--- src/hw/rtl/dpr_pkg.sv ---
package dpr_pkg;

   // Size of the packet byte store; packets with more bytes are dropped.
   localparam int MAX_BYTES = 6;
   // Number of byte outputs on the result channel.
   localparam int OUT_BYTES = 6;
   localparam int BYTE_BITS = 8;
   localparam int BYTE_CNT_W = $clog2(MAX_BYTES + 1);
   localparam int STORE_IDX_W = (MAX_BYTES > 1) ? $clog2(MAX_BYTES) : 1;
   localparam logic [7:0] PREAMBLE_RESET = 8'd10;
   localparam logic [7:0] BIT_CNT_MAX = 8'hFF;

   typedef logic [BYTE_CNT_W-1:0] byte_cnt_type;

   typedef enum logic [2:0] {
      PH_START    = 3'd0,
      PH_PREAMBLE = 3'd1,
      PH_LEAD0    = 3'd2,
      PH_BYTE     = 3'd3,
      PH_TRAILER  = 3'd4
   } phase_type;

   typedef struct packed {
      logic [2:0]                 byte_count;
      logic [OUT_BYTES-1:0][7:0]  bytes;
   } result_type;

endpackage

--- src/hw/rtl/dpr_core.sv ---
module dpr_core (
   input  logic                clock,
   input  logic                reset,
   input  logic                step_en,
   input  logic                dcc_bit,
   input  logic                host_busy,
   input  logic                csr_write_enable,
   input  logic [7:0]          csr_write_data,
   output logic                emit,
   output dpr_pkg::result_type result
);

   dpr_pkg::phase_type    phase_ff, phase_in;
   logic [7:0]            bit_cnt_ff, bit_cnt_in, bit_cnt_inc;
   dpr_pkg::byte_cnt_type byte_cnt_ff, byte_cnt_in;
   logic [7:0]            shift_ff, shift_in;
   logic [7:0]            preamble_min_ff;
   logic [7:0]            store_ff [dpr_pkg::MAX_BYTES];
   logic                  store_we;
   logic                  emit_raw;

   always_ff @(posedge clock) begin
      if (reset) begin
         preamble_min_ff <= dpr_pkg::PREAMBLE_RESET;
      end else if (csr_write_enable) begin
         preamble_min_ff <= csr_write_data;
      end
   end

   always_ff @(posedge clock) begin
      if (reset) begin
         phase_ff    <= dpr_pkg::PH_START;
         bit_cnt_ff  <= '0;
         byte_cnt_ff <= '0;
         shift_ff    <= '0;
      end else if (step_en) begin
         phase_ff    <= phase_in;
         bit_cnt_ff  <= bit_cnt_in;
         byte_cnt_ff <= byte_cnt_in;
         shift_ff    <= shift_in;
      end
   end

   always_ff @(posedge clock) begin
      if (reset) begin
         for (int i = 0; i < dpr_pkg::MAX_BYTES; i++) begin
            store_ff[i] <= '0;
         end
      end else if (step_en && store_we) begin
         store_ff[byte_cnt_ff[dpr_pkg::STORE_IDX_W-1:0]] <= shift_in;
      end
   end

   always_comb begin
      // The run counter saturates so that a long idle line of ones never wraps.
      bit_cnt_inc = (bit_cnt_ff == dpr_pkg::BIT_CNT_MAX) ? bit_cnt_ff : bit_cnt_ff + 8'd1;
      phase_in    = phase_ff;
      bit_cnt_in  = bit_cnt_inc;
      byte_cnt_in = byte_cnt_ff;
      shift_in    = shift_ff;
      store_we    = 1'b0;
      emit_raw    = 1'b0;
      case (phase_ff)
         dpr_pkg::PH_PREAMBLE: begin
            if (dcc_bit) begin
               if (bit_cnt_inc >= preamble_min_ff) begin
                  phase_in = dpr_pkg::PH_LEAD0;
               end
            end else begin
               bit_cnt_in = '0;
            end
         end
         dpr_pkg::PH_LEAD0: begin
            if (!dcc_bit) begin
               byte_cnt_in = '0;
               bit_cnt_in  = '0;
               shift_in    = '0;
               phase_in    = dpr_pkg::PH_BYTE;
            end
         end
         dpr_pkg::PH_BYTE: begin
            shift_in = {shift_ff[6:0], dcc_bit};
            if (bit_cnt_inc == 8'(dpr_pkg::BYTE_BITS)) begin
               // A byte that finds the store full drops the whole packet.
               if (byte_cnt_ff >= dpr_pkg::BYTE_CNT_W'(dpr_pkg::MAX_BYTES)) begin
                  phase_in = dpr_pkg::PH_PREAMBLE;
               end else begin
                  store_we    = 1'b1;
                  byte_cnt_in = byte_cnt_ff + dpr_pkg::BYTE_CNT_W'(1);
                  phase_in    = dpr_pkg::PH_TRAILER;
               end
            end
         end
         dpr_pkg::PH_TRAILER: begin
            if (dcc_bit) begin
               // The end bit is also the first one of the next preamble.
               phase_in   = dpr_pkg::PH_PREAMBLE;
               bit_cnt_in = 8'd1;
               emit_raw   = !host_busy;
            end else begin
               bit_cnt_in = '0;
               shift_in   = '0;
               phase_in   = dpr_pkg::PH_BYTE;
            end
         end
         dpr_pkg::PH_START: begin
            phase_in = dpr_pkg::PH_PREAMBLE;
         end
         default: begin
            phase_in = dpr_pkg::PH_PREAMBLE;
         end
      endcase
   end

   assign emit              = step_en && emit_raw;
   assign result.byte_count = 3'(byte_cnt_ff);

   for (genvar g = 0; g < dpr_pkg::OUT_BYTES; g++) begin : g_out
      if (g < dpr_pkg::MAX_BYTES) begin : g_used
         assign result.bytes[g] = store_ff[g];
      end else begin : g_unused
         assign result.bytes[g] = '0;
      end
   end

   a_byte_cnt_bound: assert property (@(posedge clock) disable iff (reset)
      byte_cnt_ff <= dpr_pkg::BYTE_CNT_W'(dpr_pkg::MAX_BYTES))
      else $error("byte count beyond store size");

   a_bit_idx_in_byte: assert property (@(posedge clock) disable iff (reset)
      phase_ff == dpr_pkg::PH_BYTE |-> bit_cnt_ff < 8'(dpr_pkg::BYTE_BITS))
      else $error("bit index overran a byte");

   a_end_bit_counts: assert property (@(posedge clock) disable iff (reset)
      step_en && phase_ff == dpr_pkg::PH_TRAILER && dcc_bit
      |=> phase_ff == dpr_pkg::PH_PREAMBLE && bit_cnt_ff == 8'd1)
      else $error("end bit not counted towards the next preamble");

endmodule

--- src/hw/rtl/dpr_out_reg.sv ---
module dpr_out_reg (
   input  logic                clock,
   input  logic                reset,
   input  logic                load,
   input  dpr_pkg::result_type result_in,
   input  logic                rsp_ready,
   output logic                space,
   output logic                rsp_valid,
   output dpr_pkg::result_type result
);

   logic                valid_ff, valid_in;
   dpr_pkg::result_type result_ff;

   assign space    = !valid_ff || rsp_ready;
   assign valid_in = load || (valid_ff && !rsp_ready);

   always_ff @(posedge clock) begin
      if (reset) begin
         valid_ff <= 1'b0;
      end else begin
         valid_ff <= valid_in;
      end
   end

   always_ff @(posedge clock) begin
      if (load) begin
         result_ff <= result_in;
      end
   end

   assign rsp_valid = valid_ff;
   assign result    = result_ff;

   a_no_overwrite: assert property (@(posedge clock) disable iff (reset)
      load |-> (!valid_ff || rsp_ready))
      else $error("result register overwritten before it was taken");

endmodule

--- src/hw/rtl/dcc_packet_bit_receiver.sv ---
// DCC packet receiver: each request carries one decoded track bit and the
// host busy flag. The block takes one request per clock cycle for as long as
// its single result register is empty or is being emptied in the same cycle;
// a finished packet is loaded into that register from the request carrying
// its end bit and shows on the rsp_ channel in the cycle after, unless the
// host busy flag of that request is set, which drops it. The user must write
// the preamble length via csr_write_enable and csr_write_data only while no
// request is in flight (not enforced by the block); it resets to 10 ones.
module dcc_packet_bit_receiver (
   input  logic       clock,
   input  logic       reset,
   input  logic       req_valid,
   output logic       req_ready,
   input  logic       req_dcc_bit,
   input  logic       req_host_busy,
   output logic       rsp_valid,
   input  logic       rsp_ready,
   output logic [2:0] rsp_byte_count,
   output logic [7:0] rsp_byte0,
   output logic [7:0] rsp_byte1,
   output logic [7:0] rsp_byte2,
   output logic [7:0] rsp_byte3,
   output logic [7:0] rsp_byte4,
   output logic [7:0] rsp_byte5,
   input  logic       csr_write_enable,
   input  logic [7:0] csr_write_data
);

   logic                step_en;
   logic                emit;
   logic                space;
   dpr_pkg::result_type core_result;
   dpr_pkg::result_type rsp_result;

   assign req_ready = space;
   assign step_en   = req_valid && space;

   dpr_core u_core (
      .clock            (clock),
      .reset            (reset),
      .step_en          (step_en),
      .dcc_bit          (req_dcc_bit),
      .host_busy        (req_host_busy),
      .csr_write_enable (csr_write_enable),
      .csr_write_data   (csr_write_data),
      .emit             (emit),
      .result           (core_result)
   );

   dpr_out_reg u_out_reg (
      .clock     (clock),
      .reset     (reset),
      .load      (emit),
      .result_in (core_result),
      .rsp_ready (rsp_ready),
      .space     (space),
      .rsp_valid (rsp_valid),
      .result    (rsp_result)
   );

   assign rsp_byte_count = rsp_result.byte_count;
   assign rsp_byte0      = rsp_result.bytes[0];
   assign rsp_byte1      = rsp_result.bytes[1];
   assign rsp_byte2      = rsp_result.bytes[2];
   assign rsp_byte3      = rsp_result.bytes[3];
   assign rsp_byte4      = rsp_result.bytes[4];
   assign rsp_byte5      = rsp_result.bytes[5];

endmodule
--- config.mk ---
export PLATFORM = sky130hd
export DESIGN_NAME = dcc_packet_bit_receiver
export DESIGN_NICKNAME = d
export VERILOG_FILES = /design/src/hw/rtl/dpr_pkg.sv /design/src/hw/rtl/dpr_core.sv /design/src/hw/rtl/dpr_out_reg.sv /design/src/hw/rtl/dcc_packet_bit_receiver.sv
export SDC_FILE = /design/constraint.sdc
export NUM_CORES = 1
export LEC_CHECK = 0
export ABC_AREA = 1
export BUFFER_PORTS_ARGS = -buffer_cell sky130_fd_sc_hd__buf_2
export CAP_MARGIN = 10
export CORE_MARGIN = 5
export CORE_UTILIZATION = 55
export DETAILED_ROUTE_END_ITERATION = 6
export PLACE_DENSITY_LB_ADDON = 0.08
export SYNTH_ARGS = -nofsm -noshare
export SYNTH_HDL_FRONTEND = slang
export SYNTH_HIERARCHICAL = 1
export SYNTH_SLANG_ARGS = --single-unit
--- constraint.sdc ---
create_clock -name clock -period 13.75 [get_ports clock]
set_input_delay 2.75 -clock clock [delete_from_list [all_inputs] [get_ports clock]]
set_output_delay 2.75 -clock clock [all_outputs]
set_load 0.01 [all_outputs]
Word-level counts from Yosys, hierarchy flattened
Memories as Yosys holds them, arrays and structs flattened. A register that Yosys moved wholly into a read port is not among the register bits. Cells that the tools add are included.

$add $sub $neg: 2. $lt $le $gt $ge: 2. Eq/ne operators: 11. Muxes and demuxes: 30. Reductions and logical operators: 15.

Operators with widths (count): 8-bit two-way mux (4); 8-bit one-hot mux with 2 select lines (2); 3-bit two-way mux (9); 1-bit two-way mux (12); 3-bit one-hot mux with 4 select lines (1); 5-bit AND reduction (2); 8-bit by 1-bit adder with 8-bit output, second input constant (1); 8-bit by 4-bit == test with 1-bit output, second input constant (1); 8-bit == test, second input constant (1); 8-bit >= comparator (1); 8-bit OR reduction (1); 3-bit by 2-bit == test with 1-bit output, second input constant (2); 2-bit != test, second input constant (3); 3-bit one-hot mux with 2 select lines (1); 1-bit logical AND (4); 2-bit by 1-bit != test with 1-bit output, second input constant (2); 2-bit OR reduction (2); 3-bit by 1-bit adder with 3-bit output, second input constant (1); 3-bit by 1-bit == test with 1-bit output, second input constant (1); 3-bit == test, second input constant (1); 3-bit >= comparator, second input constant (1); 1-bit logical NOT (3); 1-bit logical OR (2); 2-bit two-way mux (1); 2-bit nonzero test (1).

Register bits after elaboration: 34. RAM bits: 48. Output and inout bits: 53. Logic and storage cells: 68. Memories: 1.

Memories: u_core.store_ff (words 6, bits a word 8, read ports 6, clocked after memory_dff 6, wr ports 6, RTL line dpr_core.sv:18) `logic [7:0] store_ff [dpr_pkg::MAX_BYTES];`.

Longest topological paths before layout
Gate-level depths: netlist of the first run.

Depth after elaboration: 11. Gate-level depth with buffers: 19.

Hierarchy
The synthesis of the first run kept the hierarchy.

Modules (own cells, without submodules): dpr_core (instances 1, cells an instance 408, area an instance 3662.3 sq um); dpr_out_reg (instances 1, cells an instance 56, area an instance 1574.0 sq um); dcc_packet_bit_receiver (instances 1, cells an instance 2, area an instance 7.5 sq um).

Worst setup path before layout of the first run
Ideal clock, no wire load.

Path kind: input-to-reg. Start point: input port rsp_ready. End point: register u_out_reg.valid_ff (netlist: u_out_reg/rsp_valid). Library setup time: 0.079 ns. Arrival: 8.993 ns. Data required time: 13.671 ns. Setup slack: 4.677 ns. Cell stages on the path: 9. Path buffers: 1. Cell sequence: inv_1 -> nand2_2 -> nand2_1 -> inv_1 -> clkinv_1 -> clkbuf_1 -> nor4_1 -> inv_1 -> a21oi_2.

Word-level cells in the longest chain between the ends: 4.

Ends and longest elaborated chain: from (decl) (RTL line dcc_packet_bit_receiver.sv:17) `input logic rsp_ready,`; 1-bit logical OR (RTL line dpr_out_reg.sv:15) `assign space = !valid_ff || rsp_ready;`; net req_ready (RTL line dcc_packet_bit_receiver.sv:13) `output logic req_ready,`; 1-bit logical AND (RTL line dcc_packet_bit_receiver.sv:36) `assign step_en = req_valid && space;`; net step_en (RTL line dcc_packet_bit_receiver.sv:29) `logic step_en;`; 1-bit logical AND (RTL line dpr_core.sv:115) `assign emit = step_en && emit_raw;`; net emit (RTL line dcc_packet_bit_receiver.sv:30) `logic emit;`; 1-bit logical OR (RTL line dpr_out_reg.sv:16) `assign valid_in = load || (valid_ff && !rsp_ready);`; to (signal assigned) (RTL line dpr_out_reg.sv:22) `valid_ff <= valid_in;`; to (decl) (RTL line dpr_out_reg.sv:12) `logic valid_ff, valid_in;`.

The timed path passes the listed nets, and every way through them passes these cells. A chain may end at the register's enable or synchronous reset.

Worst setup path after layout of the first run
Start point: input port rsp_ready. End point: output port req_ready.

Word-level cells in the longest chain between the ends: 1.

Ends and longest elaborated chain (RTL line): 1-bit logical OR (dpr_out_reg.sv:15); to (decl) (dcc_packet_bit_receiver.sv:13).

Every way passes these cells.

==> metrics.md, run 1 <==
| Metric | Value |
|---|---|
| Worst slew pin tran | `1040 ps` |
| Hold_buf cts | `0` |
| Post-synth ARST share | `0` |
| Static leakage | `~0.0026 uW` |
| Gp weighted congestion | `0.8365` |
| CP peak stage delay | `140 ps` |
| Most common cell in the synthesized netlist | `edfxtp_1` |
| Fin. max-slew vios | `0` |
| Rel. slew slack | `0.2991` |
| Post-synthesis xor/xnor area fraction | `0.003340` |
| Critical path required time | `11000 ps` |
| Leading cell types by count after synthesis | `edfxtp_1 (99), nand2_1 (73), nor2_1 (67)` |
| Synth cell types | `28` |
| Port buffer count | `67` |
| Wire per inst | `13.94 um` |
| Clock slew at reported path FFs | `60 ps` |
| Pwr dens | `149.4 nW/um^2` |
| GRT Total Usage | `0.1785` |
| Largest family of logic cells by synthesized area | `simple AND/OR/NAND/NOR gates` |
| Seq/Total Area, Yosys | `0.6853` |
| Yosys top cell area share | `0.5669` |
| TritonCTS clock tree | `built` |
| Syn_area_per_cell | `around 11 sq um` |
| Unrepaired setup endpoints after global routing | `no` |
| Reg2Reg Depth | `9` |
| Max_cap viols | `0` |
| Die X | `between 100 and 150 um` |
| Via count | `3458` |
| Crit path top cell by count | `buf_2` |
| Global route overflow | `0` |
| Worst-skew pair later-pin latency | `around 500 ps` |
| Final clock skew | `4.291 ps` |
| Synth top area cells | `edfxtp_1 (57%), dfxtp_1 (12%), nand2_1 (5.2%), nor2_1 (4.8%), inv_1 (4.4%)` |
| Worst path cell trace | `buf_2, inv_1, nand2_2, buf_2` |
| Placed wire-length estimate | `approximately 6500 um` |
| First drt pass iteration count | `5` |
| Final Hold Violating Endpoints | `0` |
| Cells after Synth | `466` |
| Critical path arrival | `3100 ps` |
| CTS Buf Count | `17` |
| CTS H-tree lvls | `4` |
| Top delay family on crit path | `buffers and inverters` |
| Clk buf depth | `2` |
| Crit path capture type | `output pin` |
| ANT cells | `0` |
| Post-route cell area | `~6300 sq um` |
| Cell depth of the worst setup path | `4` |
| Primary flip-flop cell chosen by synthesis mapping | `edfxtp_1` |
| Number of global-route vias before repair | `3238` |
| Synth Area in Compound Gates | `0.06395` |
| Drt drc | `0` |
| Mapped Area | `between 5000 and 6000 sq um` |
| First-pass GRT wire length | `about 16000 um` |
| Layout cells sized above 1 | `0.2200` |
| Postcts setup bufs | `0` |
| WL final | `9592 um` |
| Worst vdd ir | `between 0.07 and 0.08 mV` |
| Fmax | `171.1 MHz` |
| Crit path max-delay cell type | `buf_2` |
| Crit path time final | `5846 ps` |
| DIE AREA | `11590 sq um` |
| WS Path Type | `in -> out` |
| Final Cycle Share | `0.4252` |
| Post-Synth Simple-Gate Area | `0.1696` |
| Crit start category | `primary input` |
| Layout Nets | `572` |
| Hold/Removal Path Class | `reg -> reg` |
| Min-Delay Path Depth | `0` |
| Initial antenna violation count | `0` |
| Root Buffer Master | `clkbuf_8` |
| Synth warn | `6` |
| Largest area contributor in the netlist | `edfxtp_1` |
| Syn_nets | `492` |
| Largest net degree at the start of global routing | `53` |
| Mux contribution to synthesized area | `0` |
| Die Span Y | `approximately 110 um` |
| Layout area overhead | `20.57%` |
| IO Count | `about 70` |
| #FFs+latches synth | `130` |
| Starting Density | `0.5648` |
| Final TNS setup | `0 ps` |
| CP Buf/Inv Count | `3` |
| Final setup vio count | `0` |
| EDFF count, synth | `between 90 and 100` |
| Worst-path maximum fanout | `3` |
| Cts repair resizes | `0` |
| DRT iter0 DRCs | `195` |
| Post-DRT Antenna Nets | `0` |
| Core area | `between 9000 and 10000 sq um` |
| Placed inst area | `approximately 5700 sq um` |
| Status | `completed` |
| DR vias/cell | `5.026` |
| CTS sink count | `130` |
| Synth Area in Adders | `0.02625` |
| Row count | `35` |
-- cell usage in the layout (no fill, tap or decap), types with 7 or more instances in the layout --
cell       Yosys  final
edfxtp_1      99     99
nand2_1       73     73
buf_2          0     67
nor2_1        67     67
inv_1         62     62
a21oi_1       31     31
dfxtp_1       31     31
o21ai_0       24     24
clkbuf_16      0     16
nand3_1       14     14
ha_1          11     11
nand2_2        9      9
nand4_1        7      7
o22ai_1        7      7
-- layout make-up --
class	count	area, sq um
clock buffer	17	414.1
clock inverter	15	180.2
fill	721	2962
inverter	65	244.0
multi-input combinational	264	1386
sequential	130	3593
tap	129	161.4
timing repair buffer	68	342.8
-- layer usage --
layer,GRT usage,vias up,part of all wire
met2,0.2904,87,0.49
met4,0.07394,0,0.018
met3,0.04799,15,0.056
li1,-,1734,-
met5,0,-,0
met1,0.2263,1622,0.44
-- sequential cells by signal, indices dropped and copies added (netlist names) --
name,cells
u_core/preamble_min_ff,8
u_core/bit_cnt_ff,8
u_out_reg/rsp_valid,1
u_out_reg/result,51
u_core/byte_cnt_ff,3
u_core/shift_ff,8
u_core/phase_ff,3
u_core/store_ff,48
-- logic make-up after synthesis --
kind of cell | after synthesis
adder cells (fa/ha/maj) | 11
buffers and inverters | 72
XOR/XNOR | 2
flip-flops | 130
AND/OR/NAND/NOR | 187
AO/OA/AOI/OAI | 64
-- where the power goes --
part / internal (uW) / total, uW / switching [uW] / leakage (uW)
clock network: 278 / 445 / 167 / 0.000289
registers: 436 / 442 / 6.33 / 0.00119
logic: 17.3 / 56.7 / 39.3 / 0.00108
-- through the flow --
stage                     hold WS, ps    util  total power, uW  std cells  worst slack (ps)
after floorplan                 400.3       -            491.6        466              4677
after global placement          402.5  0.6170            505.6        656              7907
after detailed placement        404.5  0.6170            507.1        656              7902
after CTS                       416.1  0.6810            952.4        688              7900
after global routing            420.4  0.6810            982.0        688              7875
final                           413.0  0.6810            944.5        688              7904
-- worst paths after layout --
check / from / to / slack (ps)
worst max-delay path: rsp_ready / req_ready / 7900
worst max register to register: u_core/bit_cnt_ff[1] / u_core/store_ff[4][7] / 10810
worst min register to register: u_core/store_ff[1][5] / u_out_reg/result[13] / 410
worst min-delay path: u_core/store_ff[1][5] / u_out_reg/result[13] / 410
No activity file was read; power rests on OpenSTA's default activity.
==> run 2: changes to the inputs <==
Clock period 13.75 ns to 6.1 ns, I/O delays scaled along.
==> metrics.md, run 2 (synthesized netlist as in run 1, its figures left out) <==
| Metric | Value |
|---|---|
| Rel. slew slack | `0.3310 (was 0.2991)` |
| Unrepaired setup endpoints after global routing | `no (unchanged)` |
| # fillers | `694 (was 721)` |
| Crit path time final | `2925 ps` |
| TritonCTS clock tree | `built (unchanged)` |
| Fin. max-slew vios | `0 (unchanged)` |
| Worst setup margin | `3175 ps (was 7904 ps)` |
| Cts repair resizes | `0 (unchanged)` |
| Seq. cell area | `3593 sq um (unchanged)` |
| Post-route cell area | `6301 sq um (was 6322 sq um)` |
| Max_cap viols | `0 (unchanged)` |
| Placed wire-length estimate | `6702 um (was 6507 um)` |
| Port buffer count | `67 (unchanged)` |
| Worst vdd ir | `0.1761 mV (was 0.07979 mV)` |
| Global route overflow | `0 (unchanged)` |
| Final Hold Violating Endpoints | `0 (unchanged)` |
| Die Span Y | `107.6 um (unchanged)` |
| Critical path required time | `6230 ps (was 11000 ps)` |
| Clk buf depth | `2 (unchanged)` |
| Pwr dens | `327.3 nW/um^2 (was 149.4 nW/um^2)` |
| Final clock skew | `9.306 ps (was 4.291 ps)` |
| Multi-input logic area | `1395 sq um (was 1386 sq um)` |
| CTS sink count | `130 (unchanged)` |
| Metal2 WL | `4726 um (was 4684 um)` |
| Postcts setup bufs | `0 (unchanged)` |
| Final TNS setup | `0 ps (unchanged)` |
| Final Cycle Share | `0.4795` |
| DRT met1 WL | `4340 um (was 4192 um)` |
| Final setup vio count | `0 (unchanged)` |
| Layout cells sized above 1 | `0.2250 (was 0.2200)` |
| Crit path capture type | `flip-flop (was output pin)` |
| Layout area overhead | `20.16% (was 20.57%)` |
| Setup WS pre-CTS | `2649 ps (was 7902 ps)` |
| Met3 Wirelength | `556 um (was 538 um)` |
| Number of global-route vias before repair | `3153 (was 3238)` |
| Fmax | `341.9 MHz` |
| Placed inst area | `5744 sq um (was 5728 sq um)` |
| Hold/Removal Path Class | `reg -> reg (unchanged)` |
| Static leakage | `0.002545 uW (was 0.002557 uW)` |
| Gp weighted congestion | `0.8883 (was 0.8365)` |
| Most frequent cells in the layout | `edfxtp_1 (99), nand2_1 (73), buf_2 (67), nor2_1 (67), inv_1 (62) (unchanged)` |
| Worst-skew pair later-pin latency | `520 ps (was 500 ps)` |
| CTS H-tree lvls | `4 (unchanged)` |
| DIE AREA | `11590 sq um (unchanged)` |
| Top routing layer in use | `met4 (unchanged)` |
| Clock slew at reported path FFs | `60 ps (about the same)` |
| Initial antenna violation count | `0 (unchanged)` |
| Post-DRT Antenna Nets | `0 (unchanged)` |
| WS Path Type | `in -> reg (was in -> out)` |
| Largest net degree at the start of global routing | `53 (unchanged)` |
| First-pass GRT wire length | `15810 um (was 15830 um)` |
| Wire per inst | `14.16 um (was 13.94 um)` |
| Status | `completed (unchanged)` |
| Starting Density | `0.5648 (unchanged)` |
| Drt drc | `0 (unchanged)` |
| Row count | `35 (unchanged)` |
| Layout Nets | `573 (was 572)` |
| Number of flip-flops under the largest register name | `51 (unchanged)` |
| Core area | `9284 sq um (unchanged)` |
| DR vias/cell | `4.984 (was 5.026)` |
| Worst slew pin tran | `993.0 ps (was 1040 ps)` |
| Via count | `3434 (was 3458)` |
| ANT cells | `0 (unchanged)` |
| CTS Buf Count | `17 (unchanged)` |
| DRT iter0 DRCs | `242 (was 195)` |
| Die X | `107.6 um (unchanged)` |
| First drt pass iteration count | `5 (unchanged)` |
| Most common cell after layout, fill and taps aside | `edfxtp_1 (unchanged)` |
| Hold_buf cts | `0 (unchanged)` |
| GRT Total Usage | `0.1808 (was 0.1785)` |
| Crit start category | `primary input (unchanged)` |
| Critical path arrival | `3060 ps (was 3100 ps)` |
| Worst-path maximum fanout | `27 (was 3)` |
| IO Count | `68 (unchanged)` |
| Root Buffer Master | `clkbuf_8 (unchanged)` |
| WL final | `9756 um (was 9592 um)` |
run 2: routing by layer:
layer / up-vias / GRT usage
li1: 1735 / -
met1: 1583 / 0.2294
met2: 103 / 0.2922
met3: 13 / 0.04619
met4: 0 / 0.08206
met5: - / 0
run 2: stage by stage:
| step | cells | hold slack, ps | utilization | power (uW) |
|---|---|---|---|---|
| floorplan | 466 | 400.3 | - | 1108 |
| global placement | 657 | 406.3 | 0.6187 | 1142 |
| detailed placement | 657 | 404.5 | 0.6187 | 1146 |
| CTS | 689 | 416.8 | 0.6787 | 2078 |
| global route | 689 | 423.4 | 0.6787 | 2151 |
| finish | 689 | 417.1 | 0.6787 | 2062 |
run 2: power by group:
group | internal, uW | switching, uW
Clock | 519 | 414
Combinational | 39.6 | 91.3
Sequential | 983 | 14.9
run 2: cell type report:
type | instances | share of cell area
repair buffers | 69 | 0.05560
clock inverters | 15 | 0.02264
well taps | 129 | 0.02562
flip-flops and latches | 130 | 0.5703
inverters | 65 | 0.03872
multi-input cells | 264 | 0.2214
clock buffers | 17 | 0.06573
run 2: critical path, stage by stage:
cell	delay, ps
buf_2	70
inv_1	40
nand2_2	70
nand2_1	50
inv_1	80
clkinv_1	60
buf_4	220
nor2_1	270
nand3_4	160
o21ai_0	820
run 2: final timing paths:
kind / end / startpoint / slack, ps / cells after the start
worst max-delay path: u_core/store_ff[4][7] / rsp_ready / 3180 / 10
worst min-delay path: u_out_reg/result[40] / u_core/store_ff[5][0] / 420 / 0
worst max register to register: u_core/store_ff[4][7] / u_core/byte_cnt_ff[0] / 3200 / 7
worst min register to register: u_out_reg/result[40] / u_core/store_ff[5][0] / 420 / 0
